--- config.mk ---
export PLATFORM = sky130hd
export DESIGN_NAME = psw_ctrl
export DESIGN_NICKNAME = d
export VERILOG_FILES = /design/src/rtl/psw_pkg.sv /design/src/rtl/psw_ctrl.sv
export SDC_FILE = /design/constraint.sdc
export NUM_CORES = 1
export LEC_CHECK = 0
export ABC_AREA = 1
export BUFFER_PORTS_ARGS = -buffer_cell sky130_fd_sc_hd__buf_2
export CORE_UTILIZATION = 24
export CTS_BUF_LIST = sky130_fd_sc_hd__clkbuf_16
export CTS_CLUSTER_SIZE = 28
export DETAILED_ROUTE_END_ITERATION = 7
export GPL_TIMING_DRIVEN = 0
export HOLD_SLACK_MARGIN = 0.08
export MAX_ROUTING_LAYER = met4
export PLACE_DENSITY = 0.45
export SLEW_MARGIN = 40
export SYNTH_ARGS = -nofsm -noshare
export SYNTH_HDL_FRONTEND = slang
export SYNTH_SLANG_ARGS = --single-unit
--- constraint.sdc ---
create_clock -name clk -period 1.5 [get_ports clk]
set_input_delay 0.075 -clock clk [delete_from_list [all_inputs] [get_ports clk]]
set_output_delay 0.075 -clock clk [all_outputs]
set_load 0.02 [all_outputs]
--- src/rtl/psw_pkg.sv ---
// Shared constants, codes and controller/datapath interface types.
package psw_pkg;

  localparam int COORD_W = 24;
  localparam int TIME_W  = 32;
  localparam int PRESS_W = 16;
  localparam int WIDTH_W = 16;
  localparam int SPREAD_W = 9;
  localparam int ADIFF_W = COORD_W + 1;
  localparam int D2_W    = 2 * ADIFF_W;
  localparam int ROOT_W  = ADIFF_W;
  localparam int DIV_W   = 40;
  localparam int DVS_W   = 32;
  localparam int TGT_W   = 25;
  localparam int SMW_W   = 24;
  localparam int CFG_IDX_W = 3;

  localparam logic [WIDTH_W-1:0]  BASE_RESET    = 16'd361;
  localparam logic [SPREAD_W-1:0] SPREAD_RESET  = 9'd141;
  localparam logic [WIDTH_W-1:0]  MINSTEP_RESET = 16'd205;
  localparam logic [PRESS_W:0]    PRESS_MARGIN  = 17'd1310;

  localparam logic [CFG_IDX_W-1:0] REG_BASE_WIDTH   = 3'd0;
  localparam logic [CFG_IDX_W-1:0] REG_SPEED_EN     = 3'd1;
  localparam logic [CFG_IDX_W-1:0] REG_WIDTH_SPREAD = 3'd2;
  localparam logic [CFG_IDX_W-1:0] REG_PRESSURE_EN  = 3'd3;
  localparam logic [CFG_IDX_W-1:0] REG_MIN_STEP     = 3'd4;

  localparam logic [1:0] REQ_START = 2'd0;
  localparam logic [1:0] REQ_MOVE  = 2'd1;
  localparam logic [1:0] REQ_END   = 2'd2;

  localparam logic [4:0] OP_NONE  = 5'd0;
  localparam logic [4:0] OP_START = 5'd1;
  localparam logic [4:0] OP_LOAD  = 5'd2;
  localparam logic [4:0] OP_END   = 5'd3;
  localparam logic [4:0] OP_SQX   = 5'd4;
  localparam logic [4:0] OP_SQY   = 5'd5;
  localparam logic [4:0] OP_TRACK = 5'd6;
  localparam logic [4:0] OP_NDIV  = 5'd7;
  localparam logic [4:0] OP_PTMUL = 5'd8;
  localparam logic [4:0] OP_PTDIV = 5'd9;
  localparam logic [4:0] OP_TQ    = 5'd10;
  localparam logic [4:0] OP_SQRT  = 5'd11;
  localparam logic [4:0] OP_SDIV  = 5'd12;
  localparam logic [4:0] OP_SRED  = 5'd13;
  localparam logic [4:0] OP_STGT  = 5'd14;
  localparam logic [4:0] OP_TBASE = 5'd15;
  localparam logic [4:0] OP_SMDIV = 5'd16;
  localparam logic [4:0] OP_SMFIN = 5'd17;

  typedef struct packed {
    logic [4:0] op;
    logic       emit;
  } cmd_t;

  typedef struct packed {
    logic stroke_active;
    logic too_short;
    logic press_use;
    logic speed_en;
    logic div_done;
    logic sqrt_done;
    logic out_free;
  } status_t;

endpackage

--- src/rtl/psw_ctrl.sv ---
// Controller: sequences one sample through the datapath.
module psw_ctrl (
  input  logic              clk,
  input  logic              rst_n,
  input  logic              in_valid,
  input  logic [1:0]        in_req_type,
  output logic              in_stall,
  input  psw_pkg::status_t  status,
  output psw_pkg::cmd_t     cmd
);
  localparam logic [3:0] S_IDLE   = 4'd0;
  localparam logic [3:0] S_SQX    = 4'd1;
  localparam logic [3:0] S_SQY    = 4'd2;
  localparam logic [3:0] S_CMP    = 4'd3;
  localparam logic [3:0] S_SEL    = 4'd4;
  localparam logic [3:0] S_NWAIT  = 4'd5;
  localparam logic [3:0] S_PTMUL  = 4'd6;
  localparam logic [3:0] S_PTWAIT = 4'd7;
  localparam logic [3:0] S_SQWAIT = 4'd8;
  localparam logic [3:0] S_SDWAIT = 4'd9;
  localparam logic [3:0] S_STGT   = 4'd10;
  localparam logic [3:0] S_SMST   = 4'd11;
  localparam logic [3:0] S_SMWAIT = 4'd12;
  localparam logic [3:0] S_EMIT   = 4'd13;

  logic [3:0] state_r, state_nxt;

  assign in_stall = (state_r != S_IDLE);

  always_comb begin
    state_nxt = state_r;
    cmd.op    = psw_pkg::OP_NONE;
    cmd.emit  = 1'b0;
    case (state_r)
      S_IDLE: begin
        if (in_valid) begin
          priority if (in_req_type == psw_pkg::REQ_START) begin
            cmd.op    = psw_pkg::OP_START;
            state_nxt = S_EMIT;
          end else if (in_req_type == psw_pkg::REQ_MOVE && status.stroke_active) begin
            cmd.op    = psw_pkg::OP_LOAD;
            state_nxt = S_SQX;
          end else if (in_req_type == psw_pkg::REQ_END) begin
            cmd.op = psw_pkg::OP_END;
          end else begin
          end
        end
      end
      S_SQX: begin
        cmd.op    = psw_pkg::OP_SQX;
        state_nxt = S_SQY;
      end
      S_SQY: begin
        cmd.op    = psw_pkg::OP_SQY;
        state_nxt = S_CMP;
      end
      S_CMP: begin
        if (status.too_short) begin
          state_nxt = S_IDLE;
        end else begin
          cmd.op    = psw_pkg::OP_TRACK;
          state_nxt = S_SEL;
        end
      end
      S_SEL: begin
        priority if (status.press_use) begin
          cmd.op    = psw_pkg::OP_NDIV;
          state_nxt = S_NWAIT;
        end else if (status.speed_en) begin
          cmd.op    = psw_pkg::OP_SQRT;
          state_nxt = S_SQWAIT;
        end else begin
          cmd.op    = psw_pkg::OP_TBASE;
          state_nxt = S_SMST;
        end
      end
      S_NWAIT: begin
        if (status.div_done) begin
          cmd.op    = psw_pkg::OP_PTMUL;
          state_nxt = S_PTMUL;
        end
      end
      S_PTMUL: begin
        cmd.op    = psw_pkg::OP_PTDIV;
        state_nxt = S_PTWAIT;
      end
      S_PTWAIT: begin
        if (status.div_done) begin
          cmd.op    = psw_pkg::OP_TQ;
          state_nxt = S_SMST;
        end
      end
      S_SQWAIT: begin
        if (status.sqrt_done) begin
          cmd.op    = psw_pkg::OP_SDIV;
          state_nxt = S_SDWAIT;
        end
      end
      S_SDWAIT: begin
        if (status.div_done) begin
          cmd.op    = psw_pkg::OP_SRED;
          state_nxt = S_STGT;
        end
      end
      S_STGT: begin
        cmd.op    = psw_pkg::OP_STGT;
        state_nxt = S_SMST;
      end
      S_SMST: begin
        cmd.op    = psw_pkg::OP_SMDIV;
        state_nxt = S_SMWAIT;
      end
      S_SMWAIT: begin
        if (status.div_done) begin
          cmd.op    = psw_pkg::OP_SMFIN;
          state_nxt = S_EMIT;
        end
      end
      S_EMIT: begin
        if (status.out_free) begin
          cmd.emit  = 1'b1;
          state_nxt = S_IDLE;
        end
      end
      default: state_nxt = S_IDLE;
    endcase
  end

  always_ff @(posedge clk) begin
    if (!rst_n) begin
      state_r <= S_IDLE;
    end else begin
      state_r <= state_nxt;
    end
  end

  a_emit_free: assert property (@(posedge clk) disable iff (!rst_n)
    cmd.emit |-> status.out_free)
    else $error("point loaded while output register still held");

  a_move_goes_idle: assert property (@(posedge clk) disable iff (!rst_n)
    (state_r == S_CMP && status.too_short) |=> state_r == S_IDLE)
    else $error("short move did not return to idle");

  a_emit_after_start: assert property (@(posedge clk) disable iff (!rst_n)
    (cmd.op == psw_pkg::OP_START) |=> state_r == S_EMIT)
    else $error("stroke start did not head for emit");
endmodule

==> results by stage, run 1 <==
STA:
- Setup repair after global routing could not meet its margin everywhere.
- The number of hold violations in the final report came to 0.
- The final critical-path share of the clock period is 1.007.
- The fmax is 662.1 MHz.
- Headroom to the max-slew limit came out at 0.8575.
- The routed design could run at a clock period as short as 1.510 ns.
- Setup violations remaining at the end of the flow were counted as 2.
- The sum of negative setup slack is -0.01200 ns.
- The max-slew violation count is 0.
- For the final database, setup skew stands at around 0.00097 ns.
- At the pin with the least slew margin, the transition time is 0.2128 ns.
- After layout, the worst setup slack is -0.01041 ns.

Route:
- In this run, the number of DRC markers left after iteration 0 of detailed routing was 12.
- The post-route DRC violation count is 0.
- In this run the remaining antenna-violating nets after routing total 0.
- Summed over all layers, the routed wires come to 2005 µm.
- The overall via count from detail_route is around 800.
- Using the TritonRoute via totals, the vias-per-cell ratio works out to 4.621.
- The first detailed-routing pass took 4 iterations.
- In the final routed layout, each cell accounts on average for roughly 12 µm.

Global routing:
- The via count of the first global-routing pass was 760.
- The all-layer global routing usage is 0.1609.
- The number of antenna violations at the first check in global routing was 0.
- Entering global routing, the biggest net connects 7 pins.
- The aggregate global routing overflow is 0.
- The first global-routing pass estimated approximately 3100 µm of wire.

Pwr:
- The total internal power is about 1 mW.
- For this design the static power due to leakage is 0.5474 nW.
- The worst supply voltage drop on vdd is slightly below 1000 µV.
- In this run the power spent charging and discharging nets is around 920 µW.
- The fraction of power spent switching nets is 0.4731.
- The power density over cell area is around 2000 mW/mm².
- The share of total power dissipated in combinational logic is 0.664.
- The clock network fraction of total power is 0.216.
- Of the total power, registers draw 0.121.

Synth:
- Synthesis instantiated 18 different standard cells from the library.
- The number of flops mapped to enable cells by yosys is 0.
- The dominant cell type by area after synthesis is sky130_fd_sc_hd__nand2_1.
- Synthesis produced a netlist whose cell count is between 100 and 150.
- The average instance in the mapped netlist occupies a little over 5 µm².
- Of the post-synthesis cell area, the dominant cell type holds 0.2298.
- Of the synthesized area, sequential elements account for 0.1362.
- The async set-or-reset flop fraction in the synthesized netlist is 0.
- The commonest cells after synthesis are 36 x sky130_fd_sc_hd__nand2_1, 20 x sky130_fd_sc_hd__inv_1, 17 x sky130_fd_sc_hd__nor2_1.
- In this run the cell area of the synthesized design comes to just under 600 µm².
- By area the synthesized netlist is led by sky130_fd_sc_hd__nand2_1 23%, sky130_fd_sc_hd__dfxtp_1 14%, sky130_fd_sc_hd__inv_1 13%.
- For this run, the leading register cell type out of synthesis is sky130_fd_sc_hd__dfxtp_1.
- The total nets after synthesis is 127.
- For this run, the number of Yosys warnings is 0.
- In this run, synthesis produced a sequential element count of 4.
- Among all cell types in the netlist, the one instantiated most often is sky130_fd_sc_hd__nand2_1.

Setup path:
- The most critical setup path has its startpoint at state_r[3].
- The startpoint of the worst-slack reg-to-reg timing path is state_r[3].
- The capturing element type of the critical path is an output pin.
- Setup slack on the worst reg-to-reg path comes out at 0.02 ns.
- Along the worst path, the maximum fanout reaches 5.
- The endpoint of the worst register-to-register path is state_r[3].
- The critical path is of the reg2out type.
- The most critical setup path has its endpoint at cmd[4].
- The number of cells on the worst reg-to-reg path is 10.
- The critical path arrival is approximately 1.4 ns.
- The worst setup path is launched from a flop.
- The required time at the worst-slack endpoint is between 1 and 1.5 ns.

Status:
- The checks that failed: setup timing.
- The flow ran to the end, but the final reports show violations.

Placed design:
- The post-placement worst setup slack is -0.03763 ns.
- The cell area reported after detailed placement is about 710 µm².
- The number of I/O port buffers is 18.
- The placed wire-length estimate is ~1400 µm.
- At the end of routability-driven placement, the weighted congestion stood at 0.8244.

Die:
- The vertical die dimension is 51.50 µm.
- The floorplan step defined a core boundary enclosing 0.002255 mm².
- For this configuration, the core starts out at a cell density of 0.2608.
- Row generation in the floorplan step produced 17 rows.
- The area of the die is between 0.002 and 0.003 mm².
- The number of ports placed on the die boundary is 19.
- The die is ~50 µm wide.

Final layout:
- In the final layout, the registers with the most flip-flops are state_r: 4 flops.
- The area overhead of the layout relative to synthesis is 68.09%.
- The repair_antennas step left the layout with diodes totalling 0.
- The final design area excluding fillers is just under 0.001 mm².
- The register with the most flip-flops in the layout has 4 of them.
- The final standard cell utilization of the core is 0.4384.
- The register with the most flip-flops in the final layout is state_r.
- The number of nets in the layout is 160.
- In the final layout, the share of cells above drive strength 1 is 0.4315.

Clock network:
- The CTS tree is built.
- After clock tree synthesis, the clock-pin slew on the worst setup and hold paths is around 0.030 ns.
- The maximum buffer depth of the clock tree is 2.
- The clock drives 4 sinks.
- The level count of the clock H-tree is 1.
- Buffers inserted to repair hold after CTS numbered 0.
- The later-pin clock latency in the skew report is between 0.2 and 0.25 ns.
- The clock root buffer master is sky130_fd_sc_hd__clkbuf_16.
- TritonCTS created 3 clock buffers.

Flow run:
- Across the run, the number of max-cap violations was 0.

Worst hold path:
- The worst min-delay path category is in2reg.
## per-layer routing
metal  routed length [µm]  track usage  vias up  part of all wire
li1                     -            -      424                 -
met4                   15      0.07658        0            0.0075
met5                    0            -        -                 0
met2                 1109       0.2835       22              0.55
met1                  808       0.1858      356              0.40
met3                   71     0.008772        2             0.035
## worst max-delay path: stages (launching register included)
cell                        delay (ns)
sky130_fd_sc_hd__dfxtp_4          0.37
sky130_fd_sc_hd__inv_4            0.07
sky130_fd_sc_hd__buf_4            0.12
sky130_fd_sc_hd__buf_4            0.12
sky130_fd_sc_hd__nand3_1          0.12
sky130_fd_sc_hd__o2111ai_1        0.23
sky130_fd_sc_hd__buf_4            0.18
## layout make-up
| type | count | area, µm² |
|---|---|---|
| timing repair buffer | 28 | 177.7 |
| buffer | 1 | 11.26 |
| multi-input combinational | 89 | 510.5 |
| fill | 251 | 1266 |
| tap | 28 | 35.03 |
| clock buffer | 3 | 75.07 |
| sequential | 4 | 92.59 |
| inverter | 21 | 86.33 |
## cell usage in the layout, fill, tap and decap left out, drive strengths merged
cell and instances:
nand3 11, inv 21, o211ai 1, nor2 22, dfxtp 4, nand2 38
o21ai 4, clkbuf 3, nand4 1, nand3b 2, nor3 3, buf 29
o2111ai 2, a21oi 5
## stage by stage
stage,hold slack [ns],std cells,power [mW]
2_1_floorplan,0.2366,115,0.8917
3_3_place_gp,0.3368,161,1.149
3_5_place_dp,0.3439,161,1.138
4_1_cts,0.1158,170,1.755
5_1_grt,0.1463,174,2.082
6_report,0.1304,174,1.938
## kinds of logic (layout without fill, tap and decap cells)
kind of cell | Yosys count | in the layout | synth area share
AND/OR/NAND/NOR | 77 | 77 | 0.6021
flip-flops | 4 | 4 | 0.1362
buffers and inverters | 22 | 53 | 0.1425
AO/OA/AOI/OAI | 12 | 12 | 0.1192
## power groups by stage
stage	registers, mW	clock network, mW	logic (mW)
final	0.234	0.418	1.29
after global routing	0.242	0.437	1.40
after CTS	0.228	0.421	1.11
after detailed placement	0.194	0	0.945
after global placement	0.194	0	0.955
after floorplan	0.184	0	0.707
## worst min path at each step
stage	startpoint	to	slack (ns)	cells after the start
4_1_cts	rst_n	state_r[1]	0.12	3
6_report	rst_n	state_r[2]	0.13	3
3_3_place_gp	rst_n	state_r[1]	0.34	3
5_1_grt	rst_n	state_r[2]	0.15	3
3_5_place_dp	rst_n	state_r[1]	0.34	3
2_1_floorplan	rst_n	state_r[1]	0.24	2
## what timing repair did
action                                  4_1_cts  5_1_grt
hold endpoints to repair                      0        0
pin swaps                                     5        6
setup buffers                                 6        4
resized for setup                            27       16
endpoints found under the setup margin        4        8
(Power assumes the default switching activity.)
==> inputs of run 2 (changes only) <==
- ABC_AREA: 1 -> unset
- PLACE_DENSITY: 0.45 -> 0.44
==> results by stage, run 2 <==
Status:
- Result of the run: finished, violations left (unchanged).
- Violated checks: setup timing (unchanged).

STA:
- The minimum period implied by the final worst setup slack is 1.548 ns (was 1.510 ns).
- The sum of negative setup slack is -0.07074 ns (was -0.01200 ns).
- The relative slew slack is 0.7417 (was 0.8575).
- The fmax is 646.2 MHz (was 662.1 MHz).
- The actual slew at the worst max-slew pin is 0.3849 ns (was 0.2128 ns).
- The final critical-path share of the clock period came to 1.032 (was 1.007).
- The setup slack after layout came to -0.04758 ns (was -0.01041 ns).
- The clock tree skew after final layout was 0.0004413 ns (was 0.0009722 ns).
- The max-slew violation count is 0 (unchanged).
- The number of hold violations in the final report was 0 (unchanged).
- The setup-violating endpoint count in the final report came to 3 (was 2).
- Setup repair after global routing missed its margin: yes (unchanged).

Setup path:
- The required time at the worst-slack endpoint is 1.42 ns (about the same).
- The peak per-stage delay on the critical path is 0.35 ns (was 0.37 ns).
- The biggest fanout along the worst timing path was 10 (was 5).
- The capturing element type of the critical path is an output pin (unchanged).
- The type of the setup path with the least slack is reg2out (unchanged).
- Critical path, cell by cell: buf_8, clkbuf_16, and3_1, nor3_1, a31oi_1, o21ai_1, buf_4 (was inv_4, buf_4, buf_4, nand3_1, o2111ai_1, buf_4).
- The buffer and inverter count on the worst path is 3 (was 4).
- The critical path arrival is 1.47 ns (was 1.44 ns).
- The type of element launching the critical path is a flop (unchanged).
- The startpoint of the worst-slack reg-to-reg timing path is state_r[0] (was state_r[3]).
- The worst setup path startpoint was state_r[0] (was state_r[3]).
- The highest-delay cell along the critical path is sky130_fd_sc_hd__dfxtp_4 (unchanged).
- The worst reg-to-reg setup slack is 0.01 ns (was 0.02 ns).
- The gate family responsible for the most delay along the worst path is buffers and inverters (unchanged).

Route:
- The total length of routed wires came to 2102 µm (was 2005 µm).
- The overall via count from detail_route is 823 (was 804).
- The ratio of routed vias to standard cells came to 5.561 (was 4.621).
- The violation count after the first detailed-routing iteration is 17 (was 12).
- The routed length per instance is 14.20 µm (was 11.52 µm).
- The post-route DRC violation count is 0 (unchanged).
- The first-pass iteration count of the detailed router was 4 (unchanged).
- The post-route antenna net violation count is 0 (unchanged).

Synth:
- The synthesized area divided by synthesized cell count was 7.081 µm² (was 5.114 µm²).
- The total nets after synthesis is 100 (was 127).
- The most numerous cell in the Yosys netlist is sky130_fd_sc_hd__nor2_1 (was sky130_fd_sc_hd__nand2_1).
- The post-synthesis cell area is 623.1 µm² (was 588.1 µm²).
- The dominant synthesized flop cell is sky130_fd_sc_hd__dfxtp_1 (unchanged).
- The sequential cell area fraction in the yosys report is 0.1285 (was 0.1362).
- Area contributors post-synth: sky130_fd_sc_hd__dfxtp_1 13%, sky130_fd_sc_hd__o311a_1 4.8%, sky130_fd_sc_hd__nor2_1 4.8% (was sky130_fd_sc_hd__nand2_1 23%, sky130_fd_sc_hd__dfxtp_1 14%, sky130_fd_sc_hd__inv_1 13%).
- The async set-or-reset flop fraction in the synthesized netlist is 0 (unchanged).
- The dominant cell type by area after synthesis is sky130_fd_sc_hd__dfxtp_1 (was sky130_fd_sc_hd__nand2_1).
- The count of different cell masters after synthesis came to 40 (was 18).
- The top cell type's share of synthesized area is 0.1285 (was 0.2298).
- The number of synthesized register bits is 4 (unchanged).
- Commonest cells post-synth: 8 x sky130_fd_sc_hd__nor2_1, 7 x sky130_fd_sc_hd__nand2_1, 5 x sky130_fd_sc_hd__o21ai_0 (was 36 x sky130_fd_sc_hd__nand2_1, 20 x sky130_fd_sc_hd__inv_1, 17 x sky130_fd_sc_hd__nor2_1).
- The warning count from the yosys run is 0 (unchanged).
- The number of flops mapped to enable cells by yosys is 0 (unchanged).
- The gate count of the mapped netlist is 88 (was 115).

Placed design:
- The post-placement worst setup slack came to -0.1886 ns (was -0.03763 ns).
- The final estimated routing congestion in global placement came to 0.8768 (was 0.8244).
- The number of I/O port buffers is 18 (unchanged).
- The placed wire-length estimate is 1382 µm (was 1429 µm).

Clock network:
- The CTS tree is built (unchanged).
- The later-pin clock latency in the skew report is 0.22 ns (about the same).
- The clock buffer count from CTS is 3 (unchanged).
- The clock transition time at the flip-flop clock pins of the worst setup and hold paths is 0.03 ns (about the same).
- The level count of the clock H-tree was 1 (unchanged).
- The clock root buffer master is sky130_fd_sc_hd__clkbuf_16 (unchanged).
- The maximum buffer depth of the clock tree is 2 (unchanged).
- The TritonCTS sink count came to 4 (unchanged).

Pwr:
- The power density over cell area is 2426 mW/mm² (was 1961 mW/mm²).
- The worst supply voltage drop on vdd is 1300 µV (was 962.6 µV).
- The total internal power is 1.480 mW (was 1.021 mW).
- The clock network fraction of total power is 0.159 (was 0.216).
- The switching power was 1.067 mW (was 916.9 µW).
- The fraction of power spent switching nets came to 0.4188 (was 0.4731).
- The sequential share of power was 0.104 (was 0.121).
- The leakage dissipation was 0.4579 nW (was 0.5474 nW).
- The part of the total power dissipated in combinational logic came to 0.736 (was 0.664).

Flow run:
- The number of maximum-capacitance constraint violations is 0 (unchanged).

Final layout:
- The register with the most flip-flops is state_r (unchanged).
- The fraction of layout cells with a size suffix above 1 is 0.4831 (was 0.4315).
- The commonest non-fill, non-tap cell in the layout is sky130_fd_sc_hd__buf_2 (was sky130_fd_sc_hd__nand2_1).
- Largest regs: state_r: 4 flops (unchanged).
- The flip-flop count of the largest register after layout is 4 (unchanged).
- Commonest cells after routing, fill and taps aside: 15 x sky130_fd_sc_hd__buf_2, 10 x sky130_fd_sc_hd__buf_4, 7 x sky130_fd_sc_hd__nand2_1, 7 x sky130_fd_sc_hd__nor2_1 (was 31 x sky130_fd_sc_hd__nand2_1, 16 x sky130_fd_sc_hd__inv_1, 16 x sky130_fd_sc_hd__buf_2, 14 x sky130_fd_sc_hd__nor2_1, 10 x sky130_fd_sc_hd__buf_4).
- The footprint of the multi-input gates is 558.0 µm² (was 510.5 µm²).
- The area overhead of the layout relative to synthesis is 68.47% (was 68.09%).
- The layout filler cell count was 245 (was 251).
- The antenna cell count is 0 (unchanged).
- The combined flip-flop and latch cell area is 92.59 µm² (unchanged).
- The number of nets in the layout was 132 (was 160).

Die:
- The width of the die is 52.96 µm (was 51.50 µm).
- The number of ports placed on the die boundary is 19 (unchanged).
- The row count is 18 (was 17).
- The starting density of the core is 0.2538 (was 0.2608).
- The core footprint is 0.002455 mm² (was 0.002255 mm²).
- The vertical die dimension came to 52.96 µm (was 51.50 µm).
- The area of the die is 0.002804 mm² (was 0.002652 mm²).

Global routing:
- The all-layer global routing usage is 0.1702 (was 0.1609).
- The aggregate global routing overflow is 0 (unchanged).
- The pin count of the biggest net entering global routing is 11 (was 7).
- The via count of the first global-routing pass was 748 (was 760).
- The first-pass GRT wire length came to 3450 µm (was 3139 µm).
- The number of antenna violations at the first check in global routing came to 0 (unchanged).

Worst hold path:
- The worst min-delay path category is in2reg (unchanged).
- The hold path startpoint is rst_n (unchanged).
-- run 2: cell count changes in the layout (fill, tap and decap cells not counted), moves of 5 or more --
cell                      delta
sky130_fd_sc_hd__nand2_2     -5
sky130_fd_sc_hd__nand3_1     -8
sky130_fd_sc_hd__nor2_4      -6
sky130_fd_sc_hd__inv_1      -12
sky130_fd_sc_hd__nand2_1    -24
sky130_fd_sc_hd__nor2_1      -7
-- run 2: cells by family (layout without fill, tap and decap cells) --
group,Yosys count,after routing,synth area share
compound gates,29,29,0.3615
flops,4,4,0.1285
mux,2,2,0.03213
simple gates,42,42,0.3936
buf+inv,11,41,0.08432
-- run 2: per-stage QoR --
step	hold slack, ns	utilization	total power, mW	instance area (µm²)	instances
2_1_floorplan	0.2062	-	1.197	623.1	88
3_3_place_gp	0.3733	0.3058	1.532	750.7	136
3_5_place_dp	0.3677	0.3058	1.514	750.7	136
4_1_cts	0.1311	0.3950	2.351	969.7	145
5_1_grt	0.1526	0.4276	2.732	1050	148
6_report	0.1318	0.4276	2.547	1050	148
-- run 2: worst paths after layout --
| path | to | cells after the start |
|---|---|---|
| hold reg to reg | state_r[2] | 3 |
| setup reg to reg | state_r[1] | 6 |
| hold / removal | state_r[0] | 2 |
| setup / recovery | cmd[3] | 7 |
-- run 2: power groups by stage --
stage	Sequential, mW	Clock, mW	Combinational, mW
after floorplan	0.193	0	1.00
after global placement	0.212	0	1.32
after detailed placement	0.212	0	1.30
after CTS	0.255	0.415	1.68
after global routing	0.270	0.424	2.04
final	0.265	0.406	1.88
-- run 2: routing by layer --
metal  global-route usage  vias to the layer above  wire [µm]
li1                     -                      398          -
met1               0.2292                      389        968
met5                    -                        -          0
met3              0.01437                        3        151
met4              0.05263                        0         19
met2               0.2679                       33        962
-- run 2: cell type report --
| type | instances | area share |
|---|---|---|
| buffer | 7 | 0.09416 |
| clock buffer | 3 | 0.07151 |
| inverter | 4 | 0.01430 |
| multi-input combinational | 73 | 0.5316 |
| sequential | 4 | 0.08820 |
| tap | 30 | 0.03576 |
| timing repair buffer | 27 | 0.1645 |
-- run 2: worst register-to-register path, cell delays in order, from the launching register on --
cell	delay [ns]
sky130_fd_sc_hd__dfxtp_4	0.35
sky130_fd_sc_hd__buf_4	0.14
sky130_fd_sc_hd__nor4bb_4	0.37
sky130_fd_sc_hd__o31ai_4	0.14
sky130_fd_sc_hd__nand3_2	0.12
sky130_fd_sc_hd__buf_4	0.13
sky130_fd_sc_hd__mux2i_1	0.18
-- run 2: what timing repair did --
action                                  4_1_cts  5_1_grt
pin swaps                                     9        8
buffers inserted                              4        3
endpoints found under the setup margin       10       10
hold buffers                                  0        0
gates resized for setup                      31       14
gates cloned                                  2        0
